### src/rtl/hcrd_pkg.sv
// Shared types, constants and a helper function of the chunked response decoder.
`timescale 1ns / 1ps
`default_nettype none

package hcrd_pkg;

    localparam int COUNT_WIDTH_DEF = 32;
    localparam int LIMIT_WIDTH     = 32;
    localparam int STATUS_WIDTH    = 10;
    localparam int ERR_WIDTH       = 3;
    localparam int TE_LEN          = 26;
    localparam int TE_WIDTH        = 5;
    localparam int CRLF_WIDTH      = 3;
    localparam int OUT_DATA_WIDTH  = 24;

    localparam logic [STATUS_WIDTH-1:0] STATUS_MAX = 10'd999;

    localparam logic [ERR_WIDTH-1:0] ERR_NONE      = 3'd0;
    localparam logic [ERR_WIDTH-1:0] ERR_NO_HEADER = 3'd1;
    localparam logic [ERR_WIDTH-1:0] ERR_LINE      = 3'd2;
    localparam logic [ERR_WIDTH-1:0] ERR_SIZE      = 3'd3;
    localparam logic [ERR_WIDTH-1:0] ERR_TERM      = 3'd4;
    localparam logic [ERR_WIDTH-1:0] ERR_TRUNC     = 3'd5;

    localparam logic [7:0] CHAR_CR    = 8'h0d;
    localparam logic [7:0] CHAR_LF    = 8'h0a;
    localparam logic [7:0] CHAR_SPACE = 8'h20;
    localparam logic [7:0] CHAR_T     = 8'h74;

    // Byte classes worked out by the front end
    typedef struct packed {
        logic       is_cr;
        logic       is_lf;
        logic       is_space;
        logic       is_digit;
        logic       is_hex;
        logic [3:0] hex_val;
        logic [7:0] lc;
    } byte_class_t;

    typedef struct packed {
        logic [7:0]  data;
        logic        last;
        byte_class_t cls;
    } item_t;

    // Lowercase pattern of the transfer-encoding header
    function automatic logic [7:0] te_char(input logic [TE_WIDTH-1:0] idx);
        logic [7:0] c;
        case (idx)
            5'd0:    c = "t";
            5'd1:    c = "r";
            5'd2:    c = "a";
            5'd3:    c = "n";
            5'd4:    c = "s";
            5'd5:    c = "f";
            5'd6:    c = "e";
            5'd7:    c = "r";
            5'd8:    c = "-";
            5'd9:    c = "e";
            5'd10:   c = "n";
            5'd11:   c = "c";
            5'd12:   c = "o";
            5'd13:   c = "d";
            5'd14:   c = "i";
            5'd15:   c = "n";
            5'd16:   c = "g";
            5'd17:   c = ":";
            5'd18:   c = " ";
            5'd19:   c = "c";
            5'd20:   c = "h";
            5'd21:   c = "u";
            5'd22:   c = "n";
            5'd23:   c = "k";
            5'd24:   c = "e";
            5'd25:   c = "d";
            default: c = 8'h00;
        endcase
        return c;
    endfunction

endpackage

`default_nettype wire

### src/rtl/hcrd_front.sv
// Front end: takes input requests and classifies each raw byte for the decoder.
`timescale 1ns / 1ps
`default_nettype none

module hcrd_front
(
    input  wire logic           s_axis_tvalid,
    output logic                s_axis_tready,
    input  wire logic [7:0]     s_axis_tdata,
    input  wire logic           s_axis_tlast,
    input  wire logic           q_full,
    output logic                q_push,
    output hcrd_pkg::item_t     q_item
);

    logic [7:0]            b;
    hcrd_pkg::byte_class_t cls;

    assign b = s_axis_tdata;

    always_comb
    begin
        cls          = '0;
        cls.is_cr    = (b == hcrd_pkg::CHAR_CR);
        cls.is_lf    = (b == hcrd_pkg::CHAR_LF);
        cls.is_space = (b == hcrd_pkg::CHAR_SPACE);
        cls.is_digit = (b inside {["0":"9"]});
        cls.lc       = (b inside {["A":"Z"]}) ? b + 8'd32 : b;
        if (b inside {["0":"9"]})
        begin
            cls.is_hex  = 1'b1;
            cls.hex_val = b[3:0];
        end
        else if (b inside {["a":"f"], ["A":"F"]})
        begin
            // letters a..f sit at low nibble 1..6 in either case
            cls.is_hex  = 1'b1;
            cls.hex_val = b[3:0] + 4'd9;
        end
    end

    assign s_axis_tready = !q_full;
    assign q_push        = s_axis_tvalid && !q_full;

    always_comb
    begin
        q_item      = '0;
        q_item.data = b;
        q_item.last = s_axis_tlast;
        q_item.cls  = cls;
    end

endmodule

`default_nettype wire

### src/rtl/hcrd_queue.sv
// Two-entry queue between the classifying front end and the decoder back end.
`timescale 1ns / 1ps
`default_nettype none

module hcrd_queue
(
    input  wire logic            clk,
    input  wire logic            rst_n,
    input  wire logic            push,
    input  wire hcrd_pkg::item_t push_item,
    output logic                 full,
    input  wire logic            pop,
    output logic                 not_empty,
    output hcrd_pkg::item_t      head
);

    hcrd_pkg::item_t entry_reg [2];
    logic            wr_ptr_reg, wr_ptr_next;
    logic            rd_ptr_reg, rd_ptr_next;
    logic [1:0]      count_reg, count_next;
    logic            do_push, do_pop;

    assign full      = (count_reg == 2'd2);
    assign not_empty = (count_reg != 2'd0);
    assign head      = entry_reg[rd_ptr_reg];
    assign do_push   = push && !full;
    assign do_pop    = pop && not_empty;

    always_comb
    begin
        wr_ptr_next = do_push ? !wr_ptr_reg : wr_ptr_reg;
        rd_ptr_next = do_pop ? !rd_ptr_reg : rd_ptr_reg;
        count_next  = count_reg + {1'b0, do_push} - {1'b0, do_pop};
    end

    always_ff @(posedge clk or negedge rst_n)
    begin
        if (!rst_n)
        begin
            wr_ptr_reg <= 1'b0;
            rd_ptr_reg <= 1'b0;
            count_reg  <= 2'd0;
        end
        else
        begin
            wr_ptr_reg <= wr_ptr_next;
            rd_ptr_reg <= rd_ptr_next;
            count_reg  <= count_next;
        end
    end

    always_ff @(posedge clk)
    begin
        if (do_push)
        begin
            entry_reg[wr_ptr_reg] <= push_item;
        end
    end

endmodule

`default_nettype wire

### src/rtl/hcrd_core.sv
// Back end: header scan, chunk decoding and the registered result stage.
`timescale 1ns / 1ps
`default_nettype none

module hcrd_core
#(
    parameter int COUNT_WIDTH = hcrd_pkg::COUNT_WIDTH_DEF
)
(
    input  wire logic                                 clk,
    input  wire logic                                 rst_n,
    input  wire logic                                 cfg_we,
    input  wire logic [hcrd_pkg::LIMIT_WIDTH-1:0]     cfg_wdata,
    input  wire logic                                 q_not_empty,
    input  wire hcrd_pkg::item_t                      q_head,
    output logic                                      q_pop,
    output logic                                      m_axis_tvalid,
    input  wire logic                                 m_axis_tready,
    output logic [hcrd_pkg::OUT_DATA_WIDTH-1:0]       m_axis_tdata,
    output logic                                      m_axis_tuser
);

    localparam int CW   = COUNT_WIDTH;
    localparam int LW   = hcrd_pkg::LIMIT_WIDTH;
    localparam int CMPW = (CW > LW) ? CW : LW;
    localparam int SW   = hcrd_pkg::STATUS_WIDTH;
    localparam int EW   = hcrd_pkg::ERR_WIDTH;
    localparam int TW   = hcrd_pkg::TE_WIDTH;
    localparam int RW   = hcrd_pkg::CRLF_WIDTH;

    localparam logic [2:0] PH_HEADER  = 3'd0;
    localparam logic [2:0] PH_LEN     = 3'd1;
    localparam logic [2:0] PH_LEN_LF  = 3'd2;
    localparam logic [2:0] PH_DATA    = 3'd3;
    localparam logic [2:0] PH_TERM_CR = 3'd4;
    localparam logic [2:0] PH_TERM_LF = 3'd5;
    localparam logic [2:0] PH_PLAIN   = 3'd6;
    localparam logic [2:0] PH_HALT    = 3'd7;

    localparam logic [1:0] SP_WAIT  = 2'd0;
    localparam logic [1:0] SP_SPACE = 2'd1;
    localparam logic [1:0] SP_DIGIT = 2'd2;
    localparam logic [1:0] SP_DONE  = 2'd3;

    localparam logic [RW-1:0] CRLF_DONE = 3'd4;

    logic [LW-1:0] limit_reg;
    logic [LW-1:0] room_reg, room_next;

    logic [2:0]    phase_reg, phase_next;
    logic [RW-1:0] crlf_reg, crlf_next;
    logic [TW-1:0] te_reg, te_next;
    logic [1:0]    sphase_reg, sphase_next;
    logic [SW-1:0] status_reg, status_next;
    logic          chunked_reg, chunked_next;
    logic [CW-1:0] chunk_reg, chunk_next;
    logic          hex_seen_reg, hex_seen_next;
    logic [CW-1:0] count_reg, count_next;
    logic [EW-1:0] err_reg, err_next;

    logic          out_valid_reg;
    logic          body_valid_reg, body_valid_next;
    logic [7:0]    body_byte_reg, body_byte_next;
    logic          fin_reg, fin_next;
    logic [SW-1:0] out_status_reg;
    logic          out_chunked_reg;
    logic [EW-1:0] out_err_reg;

    logic [CMPW-1:0] used_wide;
    logic [LW-1:0]   used;

    assign q_pop = q_not_empty && (!out_valid_reg || m_axis_tready);

    // Room left under the limit; body_count is stable for several bytes before
    // any length line completes, so a registered copy is current when read.
    always_comb
    begin
        used_wide = (CMPW'(count_reg) < CMPW'(limit_reg)) ? CMPW'(count_reg)
                                                          : CMPW'(limit_reg);
        used      = used_wide[LW-1:0];
        room_next = limit_reg - used;
    end

    always_comb
    begin
        logic [7:0]    b;
        logic          last;
        logic [RW-1:0] crlf_new;
        logic [13:0]   sv;
        logic          trip;
        logic [EW-1:0] trip_code;

        b         = q_head.data;
        last      = q_head.last;
        crlf_new  = '0;
        sv        = '0;
        trip      = 1'b0;
        trip_code = hcrd_pkg::ERR_NONE;

        phase_next      = phase_reg;
        crlf_next       = crlf_reg;
        te_next         = te_reg;
        sphase_next     = sphase_reg;
        status_next     = status_reg;
        chunked_next    = chunked_reg;
        chunk_next      = chunk_reg;
        hex_seen_next   = hex_seen_reg;
        count_next      = count_reg;
        err_next        = err_reg;
        body_valid_next = 1'b0;
        body_byte_next  = 8'd0;
        fin_next        = 1'b0;

        case (phase_reg)
            PH_HEADER:
            begin
                // status digits after the first space
                case (sphase_reg)
                    SP_WAIT:
                    begin
                        if (q_head.cls.is_space)
                        begin
                            sphase_next = SP_SPACE;
                        end
                    end
                    SP_SPACE, SP_DIGIT:
                    begin
                        if (q_head.cls.is_digit)
                        begin
                            sv = 14'(status_reg) * 14'd10 + 14'(b[3:0]);
                            status_next = (sv > 14'(hcrd_pkg::STATUS_MAX))
                                        ? hcrd_pkg::STATUS_MAX : sv[SW-1:0];
                            sphase_next = SP_DIGIT;
                        end
                        else if (!(sphase_reg == SP_SPACE && q_head.cls.is_space))
                        begin
                            sphase_next = SP_DONE;
                        end
                    end
                    default:
                    begin
                        sphase_next = sphase_reg;
                    end
                endcase

                if (!chunked_reg)
                begin
                    if (te_reg < TW'(hcrd_pkg::TE_LEN) &&
                        q_head.cls.lc == hcrd_pkg::te_char(te_reg))
                    begin
                        te_next = te_reg + 1'b1;
                    end
                    else
                    begin
                        te_next = (q_head.cls.lc == hcrd_pkg::CHAR_T) ? TW'(1) : TW'(0);
                    end
                    if (te_next == TW'(hcrd_pkg::TE_LEN))
                    begin
                        chunked_next = 1'b1;
                    end
                end

                if ((crlf_reg == 3'd0 || crlf_reg == 3'd2) && q_head.cls.is_cr)
                begin
                    crlf_new = crlf_reg + 1'b1;
                end
                else if ((crlf_reg == 3'd1 || crlf_reg == 3'd3) && q_head.cls.is_lf)
                begin
                    crlf_new = crlf_reg + 1'b1;
                end
                else
                begin
                    crlf_new = q_head.cls.is_cr ? RW'(1) : RW'(0);
                end

                if (crlf_new == CRLF_DONE)
                begin
                    crlf_next = '0;
                    if (chunked_next)
                    begin
                        phase_next    = PH_LEN;
                        hex_seen_next = 1'b0;
                        chunk_next    = '0;
                        if (last)
                        begin
                            trip      = 1'b1;
                            trip_code = hcrd_pkg::ERR_TRUNC;
                        end
                    end
                    else
                    begin
                        phase_next = PH_PLAIN;
                        fin_next   = last;
                    end
                end
                else
                begin
                    crlf_next = crlf_new;
                    if (last)
                    begin
                        trip      = 1'b1;
                        trip_code = hcrd_pkg::ERR_NO_HEADER;
                    end
                end
            end
            PH_LEN:
            begin
                if (q_head.cls.is_hex)
                begin
                    // saturate once the next shift would overflow
                    if (chunk_reg[CW-1 -: 4] != 4'd0)
                    begin
                        chunk_next = '1;
                    end
                    else
                    begin
                        chunk_next = {chunk_reg[CW-5:0], q_head.cls.hex_val};
                    end
                    hex_seen_next = 1'b1;
                    if (last)
                    begin
                        trip      = 1'b1;
                        trip_code = hcrd_pkg::ERR_LINE;
                    end
                end
                else if (q_head.cls.is_cr)
                begin
                    phase_next = PH_LEN_LF;
                    if (last)
                    begin
                        trip      = 1'b1;
                        trip_code = hcrd_pkg::ERR_LINE;
                    end
                end
                else
                begin
                    trip      = 1'b1;
                    trip_code = hcrd_pkg::ERR_LINE;
                end
            end
            PH_LEN_LF:
            begin
                if (q_head.cls.is_lf && hex_seen_reg)
                begin
                    if (chunk_reg == '0)
                    begin
                        phase_next = PH_HALT;
                    end
                    else if (chunk_reg == '1 || CMPW'(chunk_reg) > CMPW'(room_reg))
                    begin
                        trip      = 1'b1;
                        trip_code = hcrd_pkg::ERR_SIZE;
                    end
                    else
                    begin
                        phase_next = PH_DATA;
                        if (last)
                        begin
                            trip      = 1'b1;
                            trip_code = hcrd_pkg::ERR_SIZE;
                        end
                    end
                end
                else
                begin
                    trip      = 1'b1;
                    trip_code = hcrd_pkg::ERR_LINE;
                end
            end
            PH_DATA:
            begin
                body_valid_next = 1'b1;
                body_byte_next  = b;
                if (count_reg != '1)
                begin
                    count_next = count_reg + 1'b1;
                end
                chunk_next = chunk_reg - 1'b1;
                if (chunk_reg == CW'(1))
                begin
                    phase_next = PH_TERM_CR;
                end
                if (last)
                begin
                    trip      = 1'b1;
                    trip_code = (chunk_reg != CW'(1)) ? hcrd_pkg::ERR_SIZE
                                                      : hcrd_pkg::ERR_TERM;
                end
            end
            PH_TERM_CR:
            begin
                phase_next = PH_TERM_LF;
                if (!q_head.cls.is_cr || last)
                begin
                    trip      = 1'b1;
                    trip_code = hcrd_pkg::ERR_TERM;
                end
            end
            PH_TERM_LF:
            begin
                if (q_head.cls.is_lf)
                begin
                    phase_next    = PH_LEN;
                    hex_seen_next = 1'b0;
                    chunk_next    = '0;
                    if (last)
                    begin
                        trip      = 1'b1;
                        trip_code = hcrd_pkg::ERR_TRUNC;
                    end
                end
                else
                begin
                    trip      = 1'b1;
                    trip_code = hcrd_pkg::ERR_TERM;
                end
            end
            PH_PLAIN:
            begin
                body_valid_next = 1'b1;
                body_byte_next  = b;
                fin_next        = last;
            end
            default:
            begin
                phase_next = phase_reg;
            end
        endcase

        if (trip)
        begin
            err_next   = trip_code;
            phase_next = PH_HALT;
        end

        if (phase_next == PH_HALT && err_next == hcrd_pkg::ERR_NONE)
        begin
            fin_next = 1'b1;
        end
    end

    always_ff @(posedge clk or negedge rst_n)
    begin
        if (!rst_n)
        begin
            limit_reg     <= '1;
            phase_reg     <= PH_HEADER;
            crlf_reg      <= '0;
            te_reg        <= '0;
            sphase_reg    <= SP_WAIT;
            status_reg    <= '0;
            chunked_reg   <= 1'b0;
            chunk_reg     <= '0;
            hex_seen_reg  <= 1'b0;
            count_reg     <= '0;
            err_reg       <= hcrd_pkg::ERR_NONE;
            out_valid_reg <= 1'b0;
        end
        else
        begin
            if (cfg_we)
            begin
                limit_reg <= cfg_wdata;
            end
            if (q_pop)
            begin
                out_valid_reg <= 1'b1;
                if (q_head.last)
                begin
                    // end of response: start the next one from scratch
                    phase_reg    <= PH_HEADER;
                    crlf_reg     <= '0;
                    te_reg       <= '0;
                    sphase_reg   <= SP_WAIT;
                    status_reg   <= '0;
                    chunked_reg  <= 1'b0;
                    chunk_reg    <= '0;
                    hex_seen_reg <= 1'b0;
                    count_reg    <= '0;
                    err_reg      <= hcrd_pkg::ERR_NONE;
                end
                else
                begin
                    phase_reg    <= phase_next;
                    crlf_reg     <= crlf_next;
                    te_reg       <= te_next;
                    sphase_reg   <= sphase_next;
                    status_reg   <= status_next;
                    chunked_reg  <= chunked_next;
                    chunk_reg    <= chunk_next;
                    hex_seen_reg <= hex_seen_next;
                    count_reg    <= count_next;
                    err_reg      <= err_next;
                end
            end
            else if (m_axis_tready)
            begin
                out_valid_reg <= 1'b0;
            end
        end
    end

    always_ff @(posedge clk)
    begin
        room_reg <= room_next;
        if (q_pop)
        begin
            body_valid_reg  <= body_valid_next;
            body_byte_reg   <= body_byte_next;
            fin_reg         <= fin_next;
            out_status_reg  <= status_next;
            out_chunked_reg <= chunked_next;
            out_err_reg     <= err_next;
        end
    end

    assign m_axis_tvalid = out_valid_reg;
    assign m_axis_tuser  = body_valid_reg;
    assign m_axis_tdata  = {1'b0, out_err_reg, fin_reg, out_chunked_reg,
                            out_status_reg, body_byte_reg};

endmodule

`default_nettype wire

### src/rtl/http_chunked_response_decoder_unit.sv
// Top level of the HTTP/1.1 response decoder with chunked body decoding.
// Path: each accepted byte goes through the queue into the result register.
// Throughput: one byte per cycle while results are taken; the two-entry queue
//   and result register take bytes while a result waits, until the queue fills.
// Reset: rst_n clears the stream state and sets body_limit to all ones.
// A byte marked last returns the stream state to reset after its result.
`timescale 1ns / 1ps
`default_nettype none

module http_chunked_response_decoder_unit
#(
    parameter int COUNT_WIDTH = hcrd_pkg::COUNT_WIDTH_DEF
)
(
    input  wire logic                                clk,
    input  wire logic                                rst_n,
    input  wire logic                                cfg_we,
    input  wire logic [hcrd_pkg::LIMIT_WIDTH-1:0]    cfg_wdata,     // body_limit
    input  wire logic                                s_axis_tvalid,
    output logic                                     s_axis_tready,
    input  wire logic [7:0]                          s_axis_tdata,  // in_byte
    input  wire logic                                s_axis_tlast,  // in_last
    output logic                                     m_axis_tvalid,
    input  wire logic                                m_axis_tready,
    // body_byte[7:0], http_status[17:8], is_chunked[18], finished[19],
    // error_code[22:20], zero[23]
    output logic [hcrd_pkg::OUT_DATA_WIDTH-1:0]      m_axis_tdata,
    output logic                                     m_axis_tuser   // body_valid
);

    logic            q_push;
    logic            q_full;
    logic            q_pop;
    logic            q_not_empty;
    hcrd_pkg::item_t q_in;
    hcrd_pkg::item_t q_head;

    hcrd_front u_front
    (
        .s_axis_tvalid (s_axis_tvalid),
        .s_axis_tready (s_axis_tready),
        .s_axis_tdata  (s_axis_tdata),
        .s_axis_tlast  (s_axis_tlast),
        .q_full        (q_full),
        .q_push        (q_push),
        .q_item        (q_in)
    );

    hcrd_queue u_queue
    (
        .clk       (clk),
        .rst_n     (rst_n),
        .push      (q_push),
        .push_item (q_in),
        .full      (q_full),
        .pop       (q_pop),
        .not_empty (q_not_empty),
        .head      (q_head)
    );

    hcrd_core
    #(
        .COUNT_WIDTH (COUNT_WIDTH)
    )
    u_core
    (
        .clk           (clk),
        .rst_n         (rst_n),
        .cfg_we        (cfg_we),
        .cfg_wdata     (cfg_wdata),
        .q_not_empty   (q_not_empty),
        .q_head        (q_head),
        .q_pop         (q_pop),
        .m_axis_tvalid (m_axis_tvalid),
        .m_axis_tready (m_axis_tready),
        .m_axis_tdata  (m_axis_tdata),
        .m_axis_tuser  (m_axis_tuser)
    );

endmodule

`default_nettype wire

### config.mk
export PLATFORM = sky130hd
export DESIGN_NAME = http_chunked_response_decoder_unit
export DESIGN_NICKNAME = d
export VERILOG_FILES = /design/src/rtl/hcrd_pkg.sv /design/src/rtl/hcrd_front.sv /design/src/rtl/hcrd_queue.sv /design/src/rtl/hcrd_core.sv /design/src/rtl/http_chunked_response_decoder_unit.sv
export SDC_FILE = /design/constraint.sdc
export NUM_CORES = 1
export LEC_CHECK = 0
export ABC_CLOCK_PERIOD_IN_PS = 6670
export BUFFER_PORTS_ARGS = -buffer_cell sky130_fd_sc_hd__buf_4
export CAP_MARGIN = 15
export CORE_ASPECT_RATIO = 0.7
export CORE_MARGIN = 3
export CORE_UTILIZATION = 50
export DETAILED_ROUTE_END_ITERATION = 16
export PLACE_DENSITY = 0.75
export REMOVE_ABC_BUFFERS = 1
export SYNTH_ARGS = -nofsm -noshare
export SYNTH_HDL_FRONTEND = slang
export SYNTH_HIERARCHICAL = 1
export SYNTH_SLANG_ARGS = --single-unit
### constraint.sdc
create_clock -name clk -period 6.67 [get_ports clk]
set_clock_uncertainty 0.2 [all_clocks]
set_input_delay 1.334 -clock clk [delete_from_list [all_inputs] [get_ports clk]]
set_output_delay 1.334 -clock clk [all_outputs]
set_load 0.02 [all_outputs]
Yosys cells after proc, flatten, opt, wreduce, memory -nomap -nowiden
Memory sizes are Yosys's and may differ from the RTL's.
Cells that the tools add are included.
{ "totals": {"wordCells": 225, "regBits": 185, "mem_bits_ro": 224, "mem_bits_rw": 52, "input_bits": 46, "memories": 2, "out_inout_bits": 27} }
{ "mem_list": {"columns": ["memory", "words", "word_bits", "rd", "rd_ports_with_merged_regs", "wr", "line_no", "text"], "rows": [
  ["(name not given)", 32, 7, 1, 0, 0, "hcrd_pkg.sv:50", "case (idx)"],
  ["u_queue.entry_reg", 2, 26, 1, 0, 1, "hcrd_queue.sv:17", "hcrd_pkg::item_t entry_reg [2];"]
]} }
{ "op_classes": {"muxes": 101, "multipliers": 1, "n_lt_le_gt_ge": 11, "reduce_logical": 47, "add_sub_neg": 10, "eq_ne": 31} }
{ "ops": {"columns": ["op", "n"], "rows": [
  ["$mux W32", 10],
  ["$pmux W32 S4", 1],
  ["$mux W3", 30],
  ["$mux W10", 5],
  ["$mux W5", 8],
  ["$pmux W3 S6", 2],
  ["$add A32 B1 Y32 const B", 1],
  ["$eq A32 B1 Y1 const B", 1],
  ["$eq A32 B32 Y1 const B", 1],
  ["$gt A32 B32 Y1", 1],
  ["$logic_not A32 Y1", 1],
  ["$lt A32 B32 Y1", 1],
  ["$ne A32 B1 Y1 const B", 1],
  ["$ne A32 B32 Y1 const B", 1],
  ["$sub A32 B1 Y32 const B", 1],
  ["$sub A32 B32 Y32", 1],
  ["$mux W1", 30],
  ["$le A8 B7 Y1 const B", 3],
  ["$mux W8", 3],
  ["$eq A8 B4 Y1 const B", 2],
  ["$ge A8 B7 Y1 const B", 2],
  ["$mux W2", 8],
  ["$eq A3 B3 Y1 const B", 5],
  ["$add A14 B4 Y14", 1],
  ["other kinds (41)", 81]
]} }

Longest topological paths before layout
An unclocked memory read counts as a cell.
{ "depth": {"depth_word": 18, "depth_mapped": 25} }

Cells and area by module
The synthesis kept the hierarchy.
{ "modules_own_cells": {"columns": ["module", "area_per_inst_um2", "n_inst", "cells_each", "seq_area_each_um2"], "rows": [
  ["hcrd_core", 13193.9, 1, 1537, 4529.3],
  ["hcrd_queue", 2162.1, 1, 99, 1661.6],
  ["hcrd_front", 495.5, 1, 69, 0.0]
]} }

Worst setup path before layout
OpenSTA, ideal clock, no wires.
{ "synth_timing": {"kind": "register -> register", "start": "reg u_core.limit_reg[25]", "end": "reg u_core.room_reg[30]", "synth_period_minus_slack_ns": 5.563, "slack_ns": 1.107, "arrival_time_ns": 5.301, "required_ns": 6.408, "path_stages_with_launch": 26, "n_path_buf": 2, "cell_sequence": "dfstp_2 inv_1 ha_1 a21o_1 a21o_1 a21o_1 a21o_1 a211o_1 a21oi_1 and2_1 clkbuf_1 buf_2 nand2_1 o21ai_0 ha_1 inv_1 fa_1 a21o_1 a21oi_1 o21a_1 nor2_1 a311oi_1 o31ai_1 or4_1 a2111o_1 nand3_1"} }
{ "synth_between": {"elab_chain_cells": 3} }
{ "synth_rtl": {"columns": ["element", "line_no", "text"], "rows": [
  ["start, declared", "hcrd_core.sv:47", "logic [LW-1:0] limit_reg;"],
  ["start signal, assigned", "hcrd_core.sv:363", "limit_reg <= cfg_wdata;"],
  ["$lt A32 B32 Y1", "hcrd_core.sv:78", "used_wide = (CMPW'(count_reg) < CMPW'(limit_reg)) ? CMPW'(count_reg)"],
  ["$mux W32", "hcrd_core.sv:78", null],
  ["$sub A32 B32 Y32 (*)", "hcrd_core.sv:81", "room_next = limit_reg - used;"],
  ["via u_core.room_next[30]", "hcrd_core.sv:48", "logic [LW-1:0] room_reg, room_next;"],
  ["end signal, assigned", "hcrd_core.sv:405", "room_reg <= room_next;"],
  ["end, declared", "hcrd_core.sv:48", null]
]} }
The timed path passes the listed nets; every way through them passes the cells marked *.
A chain may end at the register's enable or synchronous reset.

Worst setup path after layout
{ "layout_timing": {"start": "reg u_core.limit_reg[9]", "end": "reg u_core.room_reg[30]"} }
Same word-level chain as after synthesis.

==> reports/metrics.yaml <==
rsz0062_at_grt: "false"
vias: 12930
synth_seq_area_share_pct: 39.06
cts_num_sinks: 237
synth_mux_area_share_pct: 4.799
grt_pass1_vias: 12300
yosys.area_share.simple_pct: 16.05
mappedNetlistArea_mm2: 0.01585
cp_slowest_cell: "dfstp_2"
ant_nets: 0
synth-edff-count: 76
p_leak_nw: 7.875
first_pass_iters: 8
critPathCapture: "u_core/room_reg[30]"
core_area_mm2: 0.03064
port_buffers: 71
syn_inst: 1705
startpoint_type: "register"
clk_pin_slew_ps: 60
synthDistinctLibCells: 94
final_core_util_pct: 57.09
die_h_um: 155.0
cp_top_family: "compound AO/OA/AOI/OAI gates"
critical_path.endpoint_type: "register"
worst-endpoint-arrival_ps: 6040
startpoint: "u_core/limit_reg[9]"
ys.flop_type: "dfrtp_1"
overflow: 0
tightestPinTransition_ps: 1116
status: "complete, no violations"
cpMostUsedCell: "a21oi_1"
worstReg2RegEnd: "u_core/room_reg[30]"
fmax_mhz: 173.8
peakVddDrop_v: 0.0003235
fin_crit_sh_pct: 86.27
worstPathCellList: "inv_1 -> ha_1 -> a21o_1 -> a21o_1 -> a21oi_1 -> o21ai_0 -> a221o_1 -> o21ai_0 -> and2_1 -> buf_4 -> mux2i_1 -> ha_1 -> a21oi_1 -> o21bai_1 -> a21oi_1 -> o211ai_1 -> a311oi_1 -> o31ai_1 -> or4_1 -> a2111o_1 -> nand3_1"
cp_num_buf_inv: 2
cts_root_buf: "clkbuf_16"
initial_utilization_pct: 51.74
drv_cap: 0
ff2ff_setup_slack_ps: 920
finalNetCount: 1922
drc: 0
ios: 73
drv_slew: 0
critical_path_required_ps: 6950
cp_max_fo: 24
finalSetupTns_ps: 0
cts_max_path_buffers: 3
maxSlewHeadroom_pct: 25.34
routed_wl_um: 39770
area_growth_pct: 10.33
hpwl_um: 28490
wl_per_cell_um: 18.38
row_count: 53
worst-path-stages: 21
postCtsSetupBuffers: 0
r2r-start: "u_core/limit_reg[9]"
grt_max_degree: 70
largest_register_ffs: 52
synth_compound_area_share_pct: 18.68
synthAdderAreaFrac_pct: 11.51
synth_top_cell_by_area: "dfrtp_1"
clk-insertion-delay-late_ps: 540
final_common_cell: "o21ai_0"
syn_area_per_cell_um2: 9.297
numCtsBuffers: 25
powerDensity_mw_per_mm2: 361.5
path_class: "reg2reg"
synth.top_cell.area_share_pct: 15.31
slowest_delay_ps: 560
synth_area_leaders: "dfrtp_1, edfxtp_1, ha_1"
hold_viol_final: 0
h-tree-depth: 1
synth_top_family_by_area: "compound AO/OA/AOI/OAI gates"
die_w_um: 218.8
min_path_type: "reg2reg"
synth_warnings: 6
gp_congestion: 0.9209
fp.dieArea_mm2: 0.03391
async_flop_share_pct: 54.43
cts_tree: "done"
synth_seq_cells: 237
grt_util_all_layers_pct: 23.27
ctsHoldBuffers: 0
grt_pass1_wl_um: 65020
cts-resized-gates: 0
final_cell_mix: "o21ai_0, ha_1, nor2_1, inv_1, nand2_1"
worst-r2r-cell-count: 21
grt_antenna_before_repair: 0
synth-xor-area-share_pct: 4.089
finalSetupViolCount: 0
min_period_ps: 5754
detail_route.iter0.violations: 1225
viasPerCell: 5.976
drive_above_1_share_pct: 11.82
n_antenna_cell: 0
-- metrics by stage --
| step | instance area [µm²] | instances | worst slack, ps | power, mW | hold slack (ps) |
|---|---|---|---|---|---|
| after detailed placement | 16570 | 2116 | 1047 | 4.751 | 295.2 |
| after CTS | 17480 | 2162 | 1007 | 6.314 | 311.3 |
| final | 17490 | 2163 | 915.7 | 6.322 | 309.1 |
| after global placement | 16570 | 2116 | 1183 | 4.678 | 278.0 |
| after floorplan | 15420 | 1623 | 890.9 | 3.931 | 260.4 |
| after global routing | 17490 | 2163 | 630.3 | 6.734 | 341.5 |
-- Yosys cell counts, types with 34 or more instances --
cell type  count
a21oi_1       84
xor2_1        38
nor2_1       139
xnor2_1       36
clkbuf_1      49
inv_1        128
nand2_1      127
o31ai_1       34
edfxtp_1      76
dfrtp_1       97
nor3_1        42
o21ai_0      162
nand3_1       37
ha_1         141
mux2i_1       34
-- where the power goes --
part | switching, mW | internal (mW) | leakage [nW] | total (mW)
registers | 0.274 | 1.87 | 2.67 | 2.15
logic | 1.69 | 0.950 | 4.76 | 2.64
clock network | 0.594 | 0.936 | 0.453 | 1.53
total | 2.56 | 3.76 | 7.88 | 6.32
-- kinds of logic (layout without fill, tap and decap cells) --
logic type | after synthesis | after routing
other | 1 | 1
adders and majority gates | 144 | 144
buffers and inverters | 212 | 258
DFF | 237 | 237
AOI/OAI and AO/OA | 462 | 462
and+or+nand+nor | 511 | 511
muxes | 64 | 64
xor gates and xnor gates | 74 | 74
-- worst min-delay path by stage --
stage          slack [ps]           startpoint                  end  cells after the start
2_1_floorplan         260  u_core/hex_seen_reg  u_core/hex_seen_reg                      1
3_3_place_gp          280  u_core/hex_seen_reg  u_core/hex_seen_reg                      1
3_5_place_dp          300  u_core/hex_seen_reg  u_core/hex_seen_reg                      1
4_1_cts               310  u_core/hex_seen_reg  u_core/hex_seen_reg                      1
5_1_grt               340  u_core/hex_seen_reg  u_core/hex_seen_reg                      1
6_report              310  u_core/hex_seen_reg  u_core/hex_seen_reg                      1
-- area by class of cell --
cell class,count,area [µm²]
clock buffer,35,744.5
clock inverter,11,167.7
fill,2726,13150
inverter,130,488.0
multi-input combinational,1256,8763
sequential,237,6191
tap,412,515.5
timing repair buffer,82,619.3
-- metal layers --
metal | track usage, % | vias up | wire, µm
met3 | 4.002 | 40 | 3254
met4 | 3.639 | 0 | 399
met1 | 37.14 | 6192 | 19640
li1 | - | 6218 | -
met2 | 33.37 | 476 | 16470
met5 | 0 | - | 0
-- worst register-to-register path: stages, from the launching register on --
cell	delay [ps]
dfstp_2	560
inv_1	60
ha_1	290
a21o_1	190
a21o_1	170
a21oi_1	140
o21ai_0	100
a221o_1	350
o21ai_0	280
and2_1	310
buf_4	440
mux2i_1	260
ha_1	320
a21oi_1	260
o21bai_1	90
a21oi_1	190
o211ai_1	130
a311oi_1	270
o31ai_1	150
or4_1	460
a2111o_1	390
nand3_1	80
No activity file was read; power rests on OpenSTA's default activity.
